## config.mk

```make
export PLATFORM = sky130hd
export DESIGN_NAME = sis_ctrl
export DESIGN_NICKNAME = d
export VERILOG_FILES = /design/src/design/sis_pkg.sv /design/src/design/sis_ctrl.sv
export SDC_FILE = /design/constraint.sdc
export NUM_CORES = 1
export LEC_CHECK = 0
export ABC_AREA = 1
export ABC_CLOCK_PERIOD_IN_PS = 1350
export BUFFER_PORTS_ARGS = -buffer_cell sky130_fd_sc_hd__buf_2
export CORE_AREA = 5 5 42 44
export CTS_BUF_LIST = sky130_fd_sc_hd__clkbuf_16
export DETAILED_ROUTE_END_ITERATION = 10
export DIE_AREA = 0 0 47 49
export GPL_TIMING_DRIVEN = 0
export PLACE_DENSITY = 0.67
export SLEW_MARGIN = 20
export SYNTH_ARGS = -nofsm -noshare
export SYNTH_HDL_FRONTEND = slang
export SYNTH_SLANG_ARGS = --single-unit
export TNS_END_PERCENT = 100
```

## constraint.sdc

```tcl
create_clock -name clk -period 1.35 [get_ports clk]
set_input_delay 0.0675 -clock clk [delete_from_list [all_inputs] [get_ports clk]]
set_output_delay 0.0675 -clock clk [all_outputs]
set_load 0.005 [all_outputs]
```

## src/design/sis_pkg.sv

```systemverilog
package sis_pkg;

  // Field widths of the two channels.
  localparam int OP_W    = 2;
  localparam int ELEM_W  = 32;
  localparam int SEED_W  = 64;
  localparam int POS_W   = 6;

  // Default list depth.
  localparam int DEPTH_DEF = 64;

  // Operation codes.
  localparam logic [OP_W-1:0] OP_APPEND  = 2'd0;
  localparam logic [OP_W-1:0] OP_SHUFFLE = 2'd1;
  localparam logic [OP_W-1:0] OP_CLEAR   = 2'd2;

  // Generator: 64-bit LCG with increment one; the draw is the upper half.
  localparam int            GEN_W    = 64;
  localparam int            HALF_W   = 32;
  localparam logic [63:0]   LCG_MULT = 64'd6364136223846793005;
  localparam logic [31:0]   LCG_M_LO = LCG_MULT[31:0];
  localparam logic [31:0]   LCG_M_HI = LCG_MULT[63:32];

  // Remainder unit: dividend bits retired per cycle.
  localparam int DIV_BITS_PER_CYC = 4;

  typedef enum logic [1:0] {
    MUL_NONE,
    MUL_LL,
    MUL_HL,
    MUL_LH
  } mul_op_t;

  typedef enum logic [1:0] {
    ACC_NONE,
    ACC_INIT,
    ACC_ADD_HI,
    ACC_COMMIT
  } acc_op_t;

  typedef struct packed {
    logic    append;
    logic    clear;
    logic    load_seed;
    logic    set_i;
    logic    dec_i;
    mul_op_t mul_op;
    acc_op_t acc_op;
    logic    div_start;
    logic    swap_rd;
    logic    wr_i;
    logic    wr_j;
    logic    clr_k;
    logic    emit_rd;
    logic    emit_ld;
  } sis_cmd_t;

  typedef struct packed {
    logic cnt_zero;
    logic cnt_one;
    logic i_one;
    logic div_done;
    logic k_last;
    logic out_free;
  } sis_sts_t;

endpackage

```

## src/design/sis_ctrl.sv

```systemverilog
module sis_ctrl (
  input  logic                      clk,
  input  logic                      rst_n,
  input  logic                      in_valid,
  input  logic [sis_pkg::OP_W-1:0]  in_op,
  output logic                      in_ready,
  input  sis_pkg::sis_sts_t         sts,
  output sis_pkg::sis_cmd_t         cmd
);
  import sis_pkg::*;

  typedef enum logic [3:0] {
    S_IDLE,
    S_GEN0,
    S_GEN1,
    S_GEN2,
    S_GEN3,
    S_DIV_GO,
    S_DIV_WAIT,
    S_SWAP_RD,
    S_SWAP_WI,
    S_SWAP_WJ,
    S_EMIT_RD,
    S_EMIT_LD
  } state_t;

  state_t state_r;
  state_t state_nxt;

  always_comb begin
    cmd       = '0;
    state_nxt = state_r;
    case (state_r)
      S_IDLE: begin
        if (in_valid) begin
          case (in_op)
            OP_APPEND: cmd.append = 1'b1;
            OP_CLEAR:  cmd.clear  = 1'b1;
            OP_SHUFFLE: begin
              cmd.load_seed = 1'b1;
              cmd.set_i     = 1'b1;
              cmd.clr_k     = 1'b1;
              if (sts.cnt_zero) begin
                state_nxt = S_IDLE;
              end else if (sts.cnt_one) begin
                state_nxt = S_EMIT_RD;
              end else begin
                state_nxt = S_GEN0;
              end
            end
            default: state_nxt = S_IDLE;
          endcase
        end
      end
      S_GEN0: begin
        cmd.mul_op = MUL_LL;
        state_nxt  = S_GEN1;
      end
      S_GEN1: begin
        cmd.mul_op = MUL_HL;
        cmd.acc_op = ACC_INIT;
        state_nxt  = S_GEN2;
      end
      S_GEN2: begin
        cmd.mul_op = MUL_LH;
        cmd.acc_op = ACC_ADD_HI;
        state_nxt  = S_GEN3;
      end
      S_GEN3: begin
        cmd.acc_op = ACC_COMMIT;
        state_nxt  = S_DIV_GO;
      end
      S_DIV_GO: begin
        cmd.div_start = 1'b1;
        state_nxt     = S_DIV_WAIT;
      end
      S_DIV_WAIT: begin
        if (sts.div_done) begin
          state_nxt = S_SWAP_RD;
        end
      end
      S_SWAP_RD: begin
        cmd.swap_rd = 1'b1;
        state_nxt   = S_SWAP_WI;
      end
      S_SWAP_WI: begin
        cmd.wr_i  = 1'b1;
        state_nxt = S_SWAP_WJ;
      end
      S_SWAP_WJ: begin
        cmd.wr_j = 1'b1;
        if (sts.i_one) begin
          state_nxt = S_EMIT_RD;
        end else begin
          cmd.dec_i = 1'b1;
          state_nxt = S_GEN0;
        end
      end
      S_EMIT_RD: begin
        cmd.emit_rd = 1'b1;
        state_nxt   = S_EMIT_LD;
      end
      S_EMIT_LD: begin
        if (sts.out_free) begin
          cmd.emit_ld = 1'b1;
          state_nxt   = sts.k_last ? S_IDLE : S_EMIT_RD;
        end
      end
      default: state_nxt = S_IDLE;
    endcase
  end

  always_ff @(posedge clk) begin
    if (!rst_n) begin
      state_r <= S_IDLE;
    end else begin
      state_r <= state_nxt;
    end
  end

  assign in_ready = (state_r == S_IDLE);

endmodule

```

# Yosys cells after proc, flatten, opt, wreduce, memory -nomap -nowiden

Index checks and enable logic that the tools add are counted.

Output and inout port bits: 17
Word-level logic and storage cells: 50
Flip-flop bits (word level): 4
Input bits: 11

Mux-type cells: 28
Reductions and logical operators: 4
Equality and inequality tests: 17

Operator list:

| kind               | number |
|---|---|
| $pmux 4 s12        | 1 |
| $mux 4             | 9 |
| $eq 4x3->1 const B | 4 |
| $eq 4x4->1 const B | 4 |
| $mux 1             | 14 |
| $pmux 2 s3         | 2 |
| $eq 4x2->1 const B | 2 |
| $ne 2x2->1 const B | 4 |
| $pmux 4 s2         | 1 |
| $eq 4x1->1 const B | 1 |
| $logic_not 4->1    | 1 |
| $reduce_and 4->1   | 1 |
| $eq 2x1->1 const B | 1 |
| $eq 2x2->1 const B | 1 |
| $logic_not 2->1    | 1 |
| $mux 2             | 1 |
| $reduce_or 2->1    | 1 |

# Logic depth before layout (Yosys ltp)

Gate-level depths: netlist of the first run.

Depth in word-level cells: 5
Depth in mapped cells: 8
Mapped depth without buffers: 8

# Worst setup path after synthesis of the first run

No wires, ideal clock.

Path kind: register to output
Start point: register state_r[2]
End point: output port cmd[12] in the netlist's numbering
Path buffers: 1
Data arrival time: 1,236 ps
Stages on the path, launching flop included: 5
Data required time: 1,283 ps
Setup slack: 47 ps
Path through: dfxtp_1 nor2_2 nand2_2 nor4_1 buf_4

RTL lines:

| element                | line            | RTL |
|---|---|---|
| from (decl)            | sis_ctrl.sv:27  | `state_t state_r;` |
| from (signal assigned) | sis_ctrl.sv:117 | `state_r <= state_nxt;` |
| to (decl)              | sis_ctrl.sv:8   | `output sis_pkg::sis_cmd_t cmd` |

==> metrics.md, run 1 <==
| Metric | Value |
|---|---|
| Mapped Area | `467 um2` |
| Number of nets in the synthesized netlist | `100` |
| Synth warn | `0` |
| CP Launch Type | `register` |
| Worst-path cell chain | `buf_6 -> inv_4 -> nor2_4 -> nand3_1 -> inv_1 -> buf_2` |
| Final standard cell area without fillers | `813 um2` |
| Count of H-tree levels built during CTS | `1` |
| Arithmetic-cell share of the synthesized area counting full adders, half adders and majority gates | `0%` |
| Cts bufs inserted | `3` |
| Slew at the pin closest to its max-slew limit | `0.245 ns` |
| Routability congestion estimate | `0.807` |
| Initial cell density of the core | `33.3%` |
| RSZ-0062 raised after global routing | `yes` |
| Post-synthesis compound-gate area fraction | `7.24%` |
| Critical Path Fanout Max | `6` |
| Worst clock skew | `0.00301 ns` |
| Routed length per placed instance | `10.6 um` |
| Family of cells with the greatest summed delay on the critical path | `flip-flops` |
| Die Outline Area | `2300 um2` |
| Number of top-level design ports | `28` |
| Number of antenna violations at the first check in global routing | `0` |
| Cell area after placement | `622 um2` |
| Port Buf Inserts | `27` |
| TritonCTS clock tree | `built` |
| Power density relative to cell area | `804 nW/um2` |
| Die H | `49 um` |
| Total global-route track usage | `14.1%` |
| Root buffer selected by CTS | `sky130_fd_sc_hd__clkbuf_16` |
| Top-area cell type share of the netlist area | `17.7%` |
| Largest family of logic cells by synthesized area | `simple AND/OR/NAND/NOR gates` |
| Post-synthesis instance total | `89` |
| Largest register by flop count | `state_r` |
| Worst hold path type | `primary input to register` |
| Total of max-cap violations | `0` |
| Site Rows | `14` |
| Maximum vdd drop | `0.903 mV` |
| Vias in the first global route | `621` |
| Clock transition at path regs | `0.03 ns` |
| Overflow left after global routing | `0` |
| Sequential fraction of the synthesis area | `17.2%` |
| Fraction of layout instances using a drive strength above 1 | `51.2%` |
| Number of buffers inserted for hold repair after clock tree synthesis | `0` |
| Relative slew slack | `83.5%` |
| Critical path endpoint category | `output pin` |
| Final std cells w/o fill | `139` |
| Wire length after detailed routing | `1.48 mm` |
| First-pass GRT wire length | `2.39 mm` |
| Post-route DRC | `0` |
| Area leader, netlist | `sky130_fd_sc_hd__nand2_1` |
| Area fraction in and, or, nand and nor cells after synthesis | `57.1%` |
| Number of hold violations in the final report | `0` |
| Combined buffer and inverter count along the critical path | `4` |
| Via density | `4.67` |
| Largest register FFs | `4` |
| Source of the critical timing path | `state_r[3]` |
| Max-slew violation count | `0` |
| Worst setup path class | `register to output pin` |
| ANT cells | `0` |
| Fraction of synthesized area in multiplexers | `0%` |
| Final setup violating endpoints | `0` |
| Clock latency of the later-clocked register in the worst-skew pair | `0.22 ns` |
| Maximum number of pins on one net before global-route repair | `7` |
| Shortest clock period the worst path allows after layout | `1.28 ns` |
| Achievable clock frequency | `781 MHz` |
| DRT Pass-1 Iters | `3` |
| Via count of the routed design | `649` |
| # clock sinks | `4` |
| #FFs+latches synth | `4` |
| Xor-xnor portion of the synthesized cell area | `0%` |
| CP max-delay cell | `sky130_fd_sc_hd__dfxtp_4` |
| Origin of the critical flop-to-flop path | `state_r[3]` |
| Instance count after placement with tap cells included | `132` |
| Hold WS | `0.137 ns` |
| Largest registers in the final layout | `state_r x4` |
| Mean area per synthesized cell | `5.24 um2` |
| Cells taking the most area after synthesis | `sky130_fd_sc_hd__nand2_1, sky130_fd_sc_hd__dfxtp_1, sky130_fd_sc_hd__inv_1, sky130_fd_sc_hd__nor2_1, sky130_fd_sc_hd__nand3_1` |
| Area growth from synthesis to layout | `74.3%` |
| Worst Path Arrival | `1.21 ns` |
| Clock tree buffer depth | `2` |
| Detail Route Antenna Nets | `0` |
| Number of nets at the end of the flow | `136` |
| Die X | `47 um` |
| CP max stage delay | `0.35 ns` |
| Worst endpoint required time | `1.28 ns` |
| Post-route fraction of the period consumed by the critical path | `94.8%` |
| Post-detail-place hpwl | `1.01 mm` |
| Startpoint of the lowest-slack hold path | `rst_n` |
| Status | `finished clean` |
| Lkg Pwr | `0.499 nW` |
| Smallest setup slack after layout | `0.0701 ns` |
| Core footprint | `1400 um2` |
| Post-placement worst setup slack | `-0.0815 ns` |
| Initial drt markers | `3` |
| Count of unique library cells instantiated by Yosys | `15` |
-- area by class of cell --
cell class | instances | area, um2
plain buffers | 1 | 7.51
clock buffers | 3 | 75.1
fillers | 144 | 588
inverters | 19 | 73.8
multi-input cells | 64 | 373
flip-flops and latches | 4 | 87.6
well taps | 16 | 20.0
repair buffers | 32 | 176
-- metal layers --
metal  vias to the layer above  global-route usage (%)  routed length (um)
met5                         -                       0                   0
met4                         0                    7.37                  50
met3                         6                    4.43                 122
met2                        25                    21.5                 718
met1                       279                    16.8                 588
li1                        339                       -                   -
-- per-stage QoR --
step / TNS, ns / total power [mW] / utilization [%]
after detailed placement: -0.161 / 0.189 / 44.4
after CTS: 0 / 0.652 / 54.6
after global placement: -0.153 / 0.188 / 44.4
after global routing: -0.0651 / 0.678 / 58.0
after floorplan: 0 / 0.159 / -
final: 0 / 0.654 / 58.0
-- Yosys cell counts --
cell type                   n
sky130_fd_sc_hd__dfxtp_1    4
sky130_fd_sc_hd__nor2_4     1
sky130_fd_sc_hd__buf_4      2
sky130_fd_sc_hd__nand3_1    8
sky130_fd_sc_hd__nand3b_1   1
sky130_fd_sc_hd__nand2_2    2
sky130_fd_sc_hd__inv_1     15
sky130_fd_sc_hd__a21oi_2    1
sky130_fd_sc_hd__nor2_1    15
sky130_fd_sc_hd__nand2_1   22
sky130_fd_sc_hd__nor4_1     4
sky130_fd_sc_hd__o21ai_1    1
sky130_fd_sc_hd__nor2_2     5
sky130_fd_sc_hd__inv_2      4
sky130_fd_sc_hd__a21oi_1    4
-- where the power goes --
part | switching, mW | internal, mW | total, mW | leakage, nW
clock | 0.0779 | 0.378 | 0.456 | 0.0370
combinational | 0.0417 | 0.0363 | 0.0780 | 0.427
sequential | 0.00169 | 0.118 | 0.120 | 0.0346
-- worst reg2reg max path: stages, from the launching register on --
cell and delay [ns]:
sky130_fd_sc_hd__dfxtp_4 0.35, sky130_fd_sc_hd__buf_6 0.12, sky130_fd_sc_hd__inv_4 0.05, sky130_fd_sc_hd__nor2_4 0.18
sky130_fd_sc_hd__nand2_2 0.08, sky130_fd_sc_hd__nor2_2 0.12, sky130_fd_sc_hd__nor2_2 0.05, sky130_fd_sc_hd__nand2_1 0.07
sky130_fd_sc_hd__nand2_2 0.05, sky130_fd_sc_hd__a21oi_2 0.12
-- kinds of logic (layout without fill, tap and decap cells) --
family,after synthesis,in the layout
simple gates,58,58
flops,4,4
buf+inv,21,55
compound gates,6,6
-- cell usage in the layout, fill, tap and decap left out, types with 4 or more instances in the layout --
master and n:
sky130_fd_sc_hd__buf_2 27, sky130_fd_sc_hd__buf_4 5, sky130_fd_sc_hd__inv_1 15, sky130_fd_sc_hd__nand2_1 19
sky130_fd_sc_hd__nand2_2 4, sky130_fd_sc_hd__nand3_1 7, sky130_fd_sc_hd__nor2_1 13, sky130_fd_sc_hd__nor2_2 5
-- worst paths after layout --
kind / endpoint / slack, ns / cells after the start
setup / recovery: cmd[11] / 0.07 / 6
hold / removal: state_r[1] / 0.14 / 3
setup reg to reg: state_r[1] / 0.07 / 9
hold reg to reg: state_r[2] / 0.68 / 4
-- timing repair --
action / in CTS / in global routing
endpoints found under the setup margin: 4 / 6
gates resized for setup: 10 / 12
pin swaps: 4 / 9
buffers inserted: 5 / 0
Power figures use the tool's default switching activity.
==> inputs of run 2 (changes only) <==
--- a/config.mk
+++ b/config.mk
@@ -12,7 +12,6 @@
 export CTS_BUF_LIST = sky130_fd_sc_hd__clkbuf_16
 export DETAILED_ROUTE_END_ITERATION = 10
 export DIE_AREA = 0 0 47 49
-export GPL_TIMING_DRIVEN = 0
 export PLACE_DENSITY = 0.67
 export SLEW_MARGIN = 20
 export SYNTH_ARGS = -nofsm -noshare
==> run 2 against run 1 <==
Effect of this change: final cell count down 2.9%; clock-buffer cell count is the same; flip-flop and latch count unchanged; via count decreased by 3.9%; clock skew up 0.00077 ns; final area fell by 11%; setup slack better by 0.015 ns; critical path type is now register to register; highest routed layer is now met3.
==> metrics.md, run 2 (synthesis results as in run 1) <==
| Metric | Value |
|---|---|
| Routed length per placed instance | `10.0 um (was 10.6 um)` |
| # clock sinks | `4 (unchanged)` |
| Initial drt markers | `14 (was 3)` |
| Capture point of the critical path | `state_r[0] (was cmd[11])` |
| DRT Pass-1 Iters | `4 (was 3)` |
| Routability congestion estimate | `0.798 (was 0.807)` |
| Achievable clock frequency | `791 MHz (was 781 MHz)` |
| R2R Path End | `state_r[0] (was state_r[1])` |
| Critical path endpoint category | `register (was output pin)` |
| Core footprint | `1400 um2 (unchanged)` |
| Detail Route Antenna Nets | `0 (unchanged)` |
| TritonCTS clock tree | `built (unchanged)` |
| Post-route fraction of the period consumed by the critical path | `93.7% (was 94.8%)` |
| CP Launch Type | `register (unchanged)` |
| Clock tree buffer depth | `2 (unchanged)` |
| Slew at the pin closest to its max-slew limit | `0.236 ns (was 0.245 ns)` |
| Initial cell density of the core | `33.3% (unchanged)` |
| CP max stage delay | `0.38 ns (was 0.35 ns)` |
| Count of H-tree levels built during CTS | `1 (unchanged)` |
| Total of max-cap violations | `0 (unchanged)` |
| Total global-route track usage | `12.0% (was 14.1%)` |
| Critical Path Fanout Max | `5 (was 6)` |
| Post-detail-place hpwl | `1.06 mm (was 1.01 mm)` |
| Lkg Pwr | `0.474 nW (was 0.499 nW)` |
| Wire length after detailed routing | `1.35 mm (was 1.48 mm)` |
| Status | `finished clean (unchanged)` |
| Design Power | `0.645 mW (was 0.654 mW)` |
| Maximum number of pins on one net before global-route repair | `7 (unchanged)` |
| Via count of the routed design | `624 (was 649)` |
| Max-slew violation count | `0 (unchanged)` |
| CP max-delay cell | `sky130_fd_sc_hd__dfxtp_2 (was sky130_fd_sc_hd__dfxtp_4)` |
| Worst hold path type | `primary input to register (unchanged)` |
| Number of nets at the end of the flow | `132 (was 136)` |
| Number of hold violations in the final report | `0 (unchanged)` |
| Number of buffers inserted for hold repair after clock tree synthesis | `0 (unchanged)` |
| Largest register FFs | `4 (unchanged)` |
| Combined buffer and inverter count along the critical path | `1 (was 4)` |
| WP depth | `7 (was 6)` |
| Shortest clock period the worst path allows after layout | `1.26 ns (was 1.28 ns)` |
| Overflow left after global routing | `0 (unchanged)` |
| Die X | `47 um (unchanged)` |
| Number of cells on the worst reg-to-reg path | `7 (was 9)` |
| Site Rows | `14 (unchanged)` |
| Fraction of layout instances using a drive strength above 1 | `42.0% (was 51.2%)` |
| Worst endpoint required time | `1.45 ns (was 1.28 ns)` |
| First-pass GRT wire length | `2.10 mm (was 2.39 mm)` |
| Relative slew slack | `84.1% (was 83.5%)` |
| Final setup violating endpoints | `0 (unchanged)` |
| Clock latency of the later-clocked register in the worst-skew pair | `0.22 ns (about the same)` |
| Maximum vdd drop | `0.748 mV (was 0.903 mV)` |
| Die Outline Area | `2300 um2 (unchanged)` |
| Register-to-register setup slack | `0.09 ns (was 0.07 ns)` |
| Largest register by flop count | `state_r (unchanged)` |
| Number of top-level design ports | `28 (unchanged)` |
| Worst Path Arrival | `1.37 ns (was 1.21 ns)` |
| Source of the critical timing path | `state_r[1] (was state_r[3])` |
| Family of cells with the greatest summed delay on the critical path | `simple AND/OR/NAND/NOR gates (was flip-flops)` |
| Post-Route Utilization | `51.9% (was 58.0%)` |
| Worst clock skew | `0.00378 ns (was 0.00301 ns)` |
| Post-route DRC | `0 (unchanged)` |
| Number of filler instances in the final layout | `167 (was 144)` |
| Root buffer selected by CTS | `sky130_fd_sc_hd__clkbuf_16 (unchanged)` |
| Area growth from synthesis to layout | `55.8% (was 74.3%)` |
| Die H | `49 um (unchanged)` |
| Commonest non-fill, non-tap cell in the layout | `sky130_fd_sc_hd__buf_2 (unchanged)` |
| Largest registers in the final layout | `state_r x4 (unchanged)` |
| Port Buf Inserts | `27 (unchanged)` |
| Vias in the first global route | `557 (was 621)` |
| Worst setup path class | `register to register (was register to output pin)` |
| ANT cells | `0 (unchanged)` |
| Clock transition at path regs | `0.03 ns (about the same)` |
| Worst-path cell chain | `nand2_1 -> inv_1 -> nand3_1 -> nand2_1 -> nor2_2 -> o21ai_1 -> a21oi_1 (was buf_6 -> inv_4 -> nor2_4 -> nand3_1 -> inv_1 -> buf_2)` |
| Critical path's most frequent cell | `sky130_fd_sc_hd__nand2_1` |
| Cts bufs inserted | `3 (unchanged)` |
| Via density | `4.62 (was 4.67)` |
| Hold WS | `0.126 ns (was 0.137 ns)` |
| Power density relative to cell area | `888 nW/um2 (was 804 nW/um2)` |
| Number of antenna violations at the first check in global routing | `0 (unchanged)` |
| Commonest cells after routing, fill and taps aside | `sky130_fd_sc_hd__buf_2, sky130_fd_sc_hd__nand2_1, sky130_fd_sc_hd__inv_1, sky130_fd_sc_hd__nor2_1, sky130_fd_sc_hd__nand3_1 (was sky130_fd_sc_hd__buf_2, sky130_fd_sc_hd__nand2_1, sky130_fd_sc_hd__inv_1)` |
| Origin of the critical flop-to-flop path | `state_r[1] (was state_r[3])` |
-- run 2: cell count changes in the layout (fill, tap and decap cells not counted), moves of 2 or more --
cell,change
sky130_fd_sc_hd__nor2_2,-2
sky130_fd_sc_hd__nand2_2,-2
sky130_fd_sc_hd__nor2_1,+2
sky130_fd_sc_hd__nor4_1,+2
sky130_fd_sc_hd__nand2_1,+3
sky130_fd_sc_hd__buf_4,-3
-- run 2: worst min-delay path by stage --
stage | from | to | cells after the start
finish | rst_n | state_r[0] | 3
CTS | rst_n | state_r[0] | 3
global route | rst_n | state_r[0] | 3
global placement | rst_n | state_r[0] | 3
floorplan | in_op[0] | cmd[15] | 1
detailed placement | rst_n | state_r[0] | 3
-- run 2: final cells by class --
type | count | area, um2 | share of cell area (%)
Clock buffer | 3 | 75.1 | 10.3
Inverter | 19 | 71.3 | 9.81
Multi-Input combinational cell | 64 | 325 | 44.8
Sequential cell | 4 | 85.1 | 11.7
Tap cell | 16 | 20.0 | 2.75
Timing Repair Buffer | 29 | 150 | 20.7
-- run 2: repair_timing --
item	CTS	global route
setup endpoints to repair	4	14
pin swaps	1	1
buffers inserted	0	1
resized for setup	3	5
-- run 2: through the flow --
step | worst slack (ns) | instance area, um2 | cells | TNS [ns]
after floorplan | 0.0469 | 467 | 89 | 0
after detailed placement | 0.0327 | 614 | 131 | 0
after global placement | 0.0519 | 614 | 131 | 0
after CTS | 0.00903 | 709 | 134 | 0
final | 0.0853 | 727 | 135 | 0
after global routing | -0.0315 | 727 | 135 | -0.0453
-- run 2: metal layers --
layer | global-route usage (%) | up-vias | routed length [um]
met5 | 0 | - | 0
met4 | 4.15 | 0 | 0
met3 | 3.32 | 0 | 125
met2 | 19.7 | 26 | 664
met1 | 14.4 | 267 | 563
li1 | - | 331 | -
-- run 2: power by group --
| group | internal (mW) | switching, mW |
|---|---|---|
| clock | 0.378 | 0.0769 |
| sequential | 0.120 | 0.00174 |
| combinational | 0.0317 | 0.0369 |
-- run 2: tightest hold or removal path: cells and delay by family --
kind / cells / cell delay [ns]
AOI/OAI and AO/OA: 1 / 0.11
buffers and inverters: 2 / 0.13
==> inputs of run 3 (changes only) <==
==> constraint.sdc (replaced) <==
create_clock -name clk -period 1.35 [get_ports clk]
set_input_delay 0.27 -clock clk [delete_from_list [all_inputs] [get_ports clk]]
set_output_delay 0.27 -clock clk [all_outputs]
set_load 0.005 [all_outputs]
==> run 3 against run 2 <==
Effect of this change: the flow now finishes with violations (negative setup slack); flip-flop and latch count is the same; global-route usage grew 3.0 points; critical endpoint is now cmd[11]; largest cell class unchanged; total power grew 2.3%.
==> metrics.md, run 3 (synthesis results as in run 1) <==
| Metric | Value |
|---|---|
| Cts bufs inserted | `3 (unchanged)` |
| Initial cell density of the core | `33.3% (unchanged)` |
| Commonest cells after routing, fill and taps aside | `sky130_fd_sc_hd__buf_2, sky130_fd_sc_hd__nor2_1, sky130_fd_sc_hd__inv_1, sky130_fd_sc_hd__nand2_1, sky130_fd_sc_hd__buf_4 (was sky130_fd_sc_hd__buf_2, sky130_fd_sc_hd__nand2_1, sky130_fd_sc_hd__inv_1, sky130_fd_sc_hd__nor2_1, sky130_fd_sc_hd__nand3_1)` |
| Failing checks | `negative setup slack` |
| Slew at the pin closest to its max-slew limit | `0.264 ns (was 0.236 ns)` |
| Post-route DRC | `0 (unchanged)` |
| Die Outline Area | `2300 um2 (unchanged)` |
| Number of hold violations in the final report | `0 (unchanged)` |
| Lkg Pwr | `0.581 nW (was 0.474 nW)` |
| Source of the critical timing path | `state_r[2] (was state_r[1])` |
| Total global-route track usage | `15.0% (was 12.0%)` |
| ANT cells | `0 (unchanged)` |
| Site Rows | `14 (unchanged)` |
| Largest registers in the final layout | `state_r x4 (unchanged)` |
| Maximum number of pins on one net before global-route repair | `7 (unchanged)` |
| Status | `finished with violations (was finished clean)` |
| Worst-path cell chain | `buf_6 -> nor2_4 -> nand3_2 -> inv_1 -> buf_2 (was nand2_1 -> inv_1 -> nand3_1 -> nand2_1 -> nor2_2 -> o21ai_1 -> a21oi_1)` |
| Via count of the routed design | `714 (was 624)` |
| Core footprint | `1400 um2 (unchanged)` |
| # clock sinks | `4 (unchanged)` |
| Area occupied by multi-input gates | `438 um2 (was 325 um2)` |
| Count of H-tree levels built during CTS | `1 (unchanged)` |
| Fraction of layout instances using a drive strength above 1 | `67.7% (was 42.0%)` |
| TritonCTS clock tree | `built (unchanged)` |
| Clock latency of the later-clocked register in the worst-skew pair | `0.22 ns (about the same)` |
| Maximum vdd drop | `0.791 mV (was 0.748 mV)` |
| Detail Route Antenna Nets | `0 (unchanged)` |
| Die X | `47 um (unchanged)` |
| Number of filler instances in the final layout | `123 (was 167)` |
| CP max stage delay | `0.34 ns (was 0.38 ns)` |
| Number of antenna violations at the first check in global routing | `0 (unchanged)` |
| Total of max-cap violations | `0 (unchanged)` |
| Post-route fraction of the period consumed by the critical path | `108% (was 93.7%)` |
| Startpoint of the lowest-slack hold path | `rst_n (unchanged)` |
| Worst hold path type | `primary input to register (unchanged)` |
| Area occupied by registers | `92.6 um2 (was 85.1 um2)` |
| Number of top-level design ports | `28 (unchanged)` |
| Via density | `4.79 (was 4.62)` |
| Critical path endpoint category | `output pin (was register)` |
| Worst clock skew | `0.00237 ns (was 0.00378 ns)` |
| Shortest clock period the worst path allows after layout | `1.45 ns (was 1.26 ns)` |
| Largest register by flop count | `state_r (unchanged)` |
| Routed length per placed instance | `11.8 um (was 10.0 um)` |
| Max-slew violation count | `0 (unchanged)` |
| Number of nets at the end of the flow | `146 (was 132)` |
| Clock transition at path regs | `0.03 ns (about the same)` |
| Power density relative to cell area | `664 nW/um2 (was 888 nW/um2)` |
| Post-placement worst setup slack | `0.00866 ns (was 0.0327 ns)` |
| Critical Path Fanout Max | `6 (was 5)` |
| Overflow left after global routing | `0 (unchanged)` |
| Commonest non-fill, non-tap cell in the layout | `sky130_fd_sc_hd__buf_2 (unchanged)` |
| Smallest setup slack after layout | `-0.103 ns (was 0.0853 ns)` |
| Wire length after detailed routing | `1.76 mm (was 1.35 mm)` |
| First-pass GRT wire length | `2.59 mm (was 2.10 mm)` |
| Port Buf Inserts | `27 (unchanged)` |
| Routability congestion estimate | `0.788 (was 0.798)` |
| RSZ-0062 raised after global routing | `yes` |
| Number of buffers inserted for hold repair after clock tree synthesis | `0 (unchanged)` |
| Initial drt markers | `9 (was 14)` |
| Summed negative setup slack over all endpoints | `-0.769 ns (was 0 ns)` |
| Vias in the first global route | `668 (was 557)` |
| Largest register FFs | `4 (unchanged)` |
| Origin of the critical flop-to-flop path | `state_r[2] (was state_r[1])` |
| Worst setup path class | `register to output pin (was register to register)` |
| CP max-delay cell | `sky130_fd_sc_hd__dfxtp_4 (was sky130_fd_sc_hd__dfxtp_2)` |
| Post-detail-place hpwl | `1.11 mm (was 1.06 mm)` |
| Area growth from synthesis to layout | `113% (was 55.8%)` |
| Worst Path Arrival | `1.18 ns (was 1.37 ns)` |
| Die H | `49 um (unchanged)` |
| Post-Route Utilization | `71.0% (was 51.9%)` |
| Achievable clock frequency | `688 MHz (was 791 MHz)` |
| Worst endpoint required time | `1.08 ns (was 1.45 ns)` |
| Clock tree buffer depth | `2 (unchanged)` |
| DRT Pass-1 Iters | `4 (unchanged)` |
| Root buffer selected by CTS | `sky130_fd_sc_hd__clkbuf_16 (unchanged)` |
| Final setup violating endpoints | `14 (was 0)` |
| Relative slew slack | `82.4% (was 84.1%)` |
| CP Launch Type | `register (unchanged)` |
-- run 3: per-stage QoR --
step	cell area [um2]	hold WS, ns	cells	power (mW)
final	995	0.321	149	0.660
after global routing	995	0.334	149	0.677
after CTS	847	0.320	145	0.658
after detailed placement	637	0.546	132	0.192
after global placement	637	0.542	132	0.191
after floorplan	482	0.441	89	0.162
-- run 3: cell type report --
| cell class | count | share of cell area, % |
|---|---|---|
| multi-input combinational | 64 | 44.0 |
| timing repair buffer | 43 | 29.4 |
| sequential | 4 | 9.31 |
| inverter | 19 | 7.67 |
| clock buffer | 3 | 7.55 |
| tap | 16 | 2.01 |
-- run 3: path summary, 6_finish.rpt --
kind | end | slack (ns) | cells past startpoint
setup / recovery | cmd[11] | -0.10 | 5
hold / removal | state_r[2] | 0.32 | 3
setup reg to reg | state_r[0] | 0.02 | 9
hold reg to reg | state_r[2] | 0.64 | 3
-- run 3: what timing repair did --
| action | CTS | global route |
|---|---|---|
| resized for setup | 18 | 34 |
| endpoints found under the setup margin | 15 | 20 |
| buffers inserted | 10 | 5 |
| pin swaps | 6 | 15 |
-- run 3: worst max-delay path: cells and delay by family (launching register included) --
family	cells	cell delay (ns)
buffers and inverters	3	0.29
flip-flops	1	0.34
AND/OR/NAND/NOR	2	0.32
-- run 3: layer usage --
layer	global-route usage, %	share of wire [%]	vias up
met4	6.91	1.4	0
met5	0	0	-
li1	-	-	361
met3	2.21	6.6	6
met2	25.8	55	31
met1	17.1	37	316
-- run 3: where the power goes --
group          internal (mW)  switching (mW)  leakage [nW]  total, mW
Combinational         0.0399          0.0458         0.509     0.0856
Clock                  0.378          0.0804        0.0370      0.459
Sequential             0.115         0.00169        0.0352      0.116
Total                  0.532           0.128         0.581      0.660
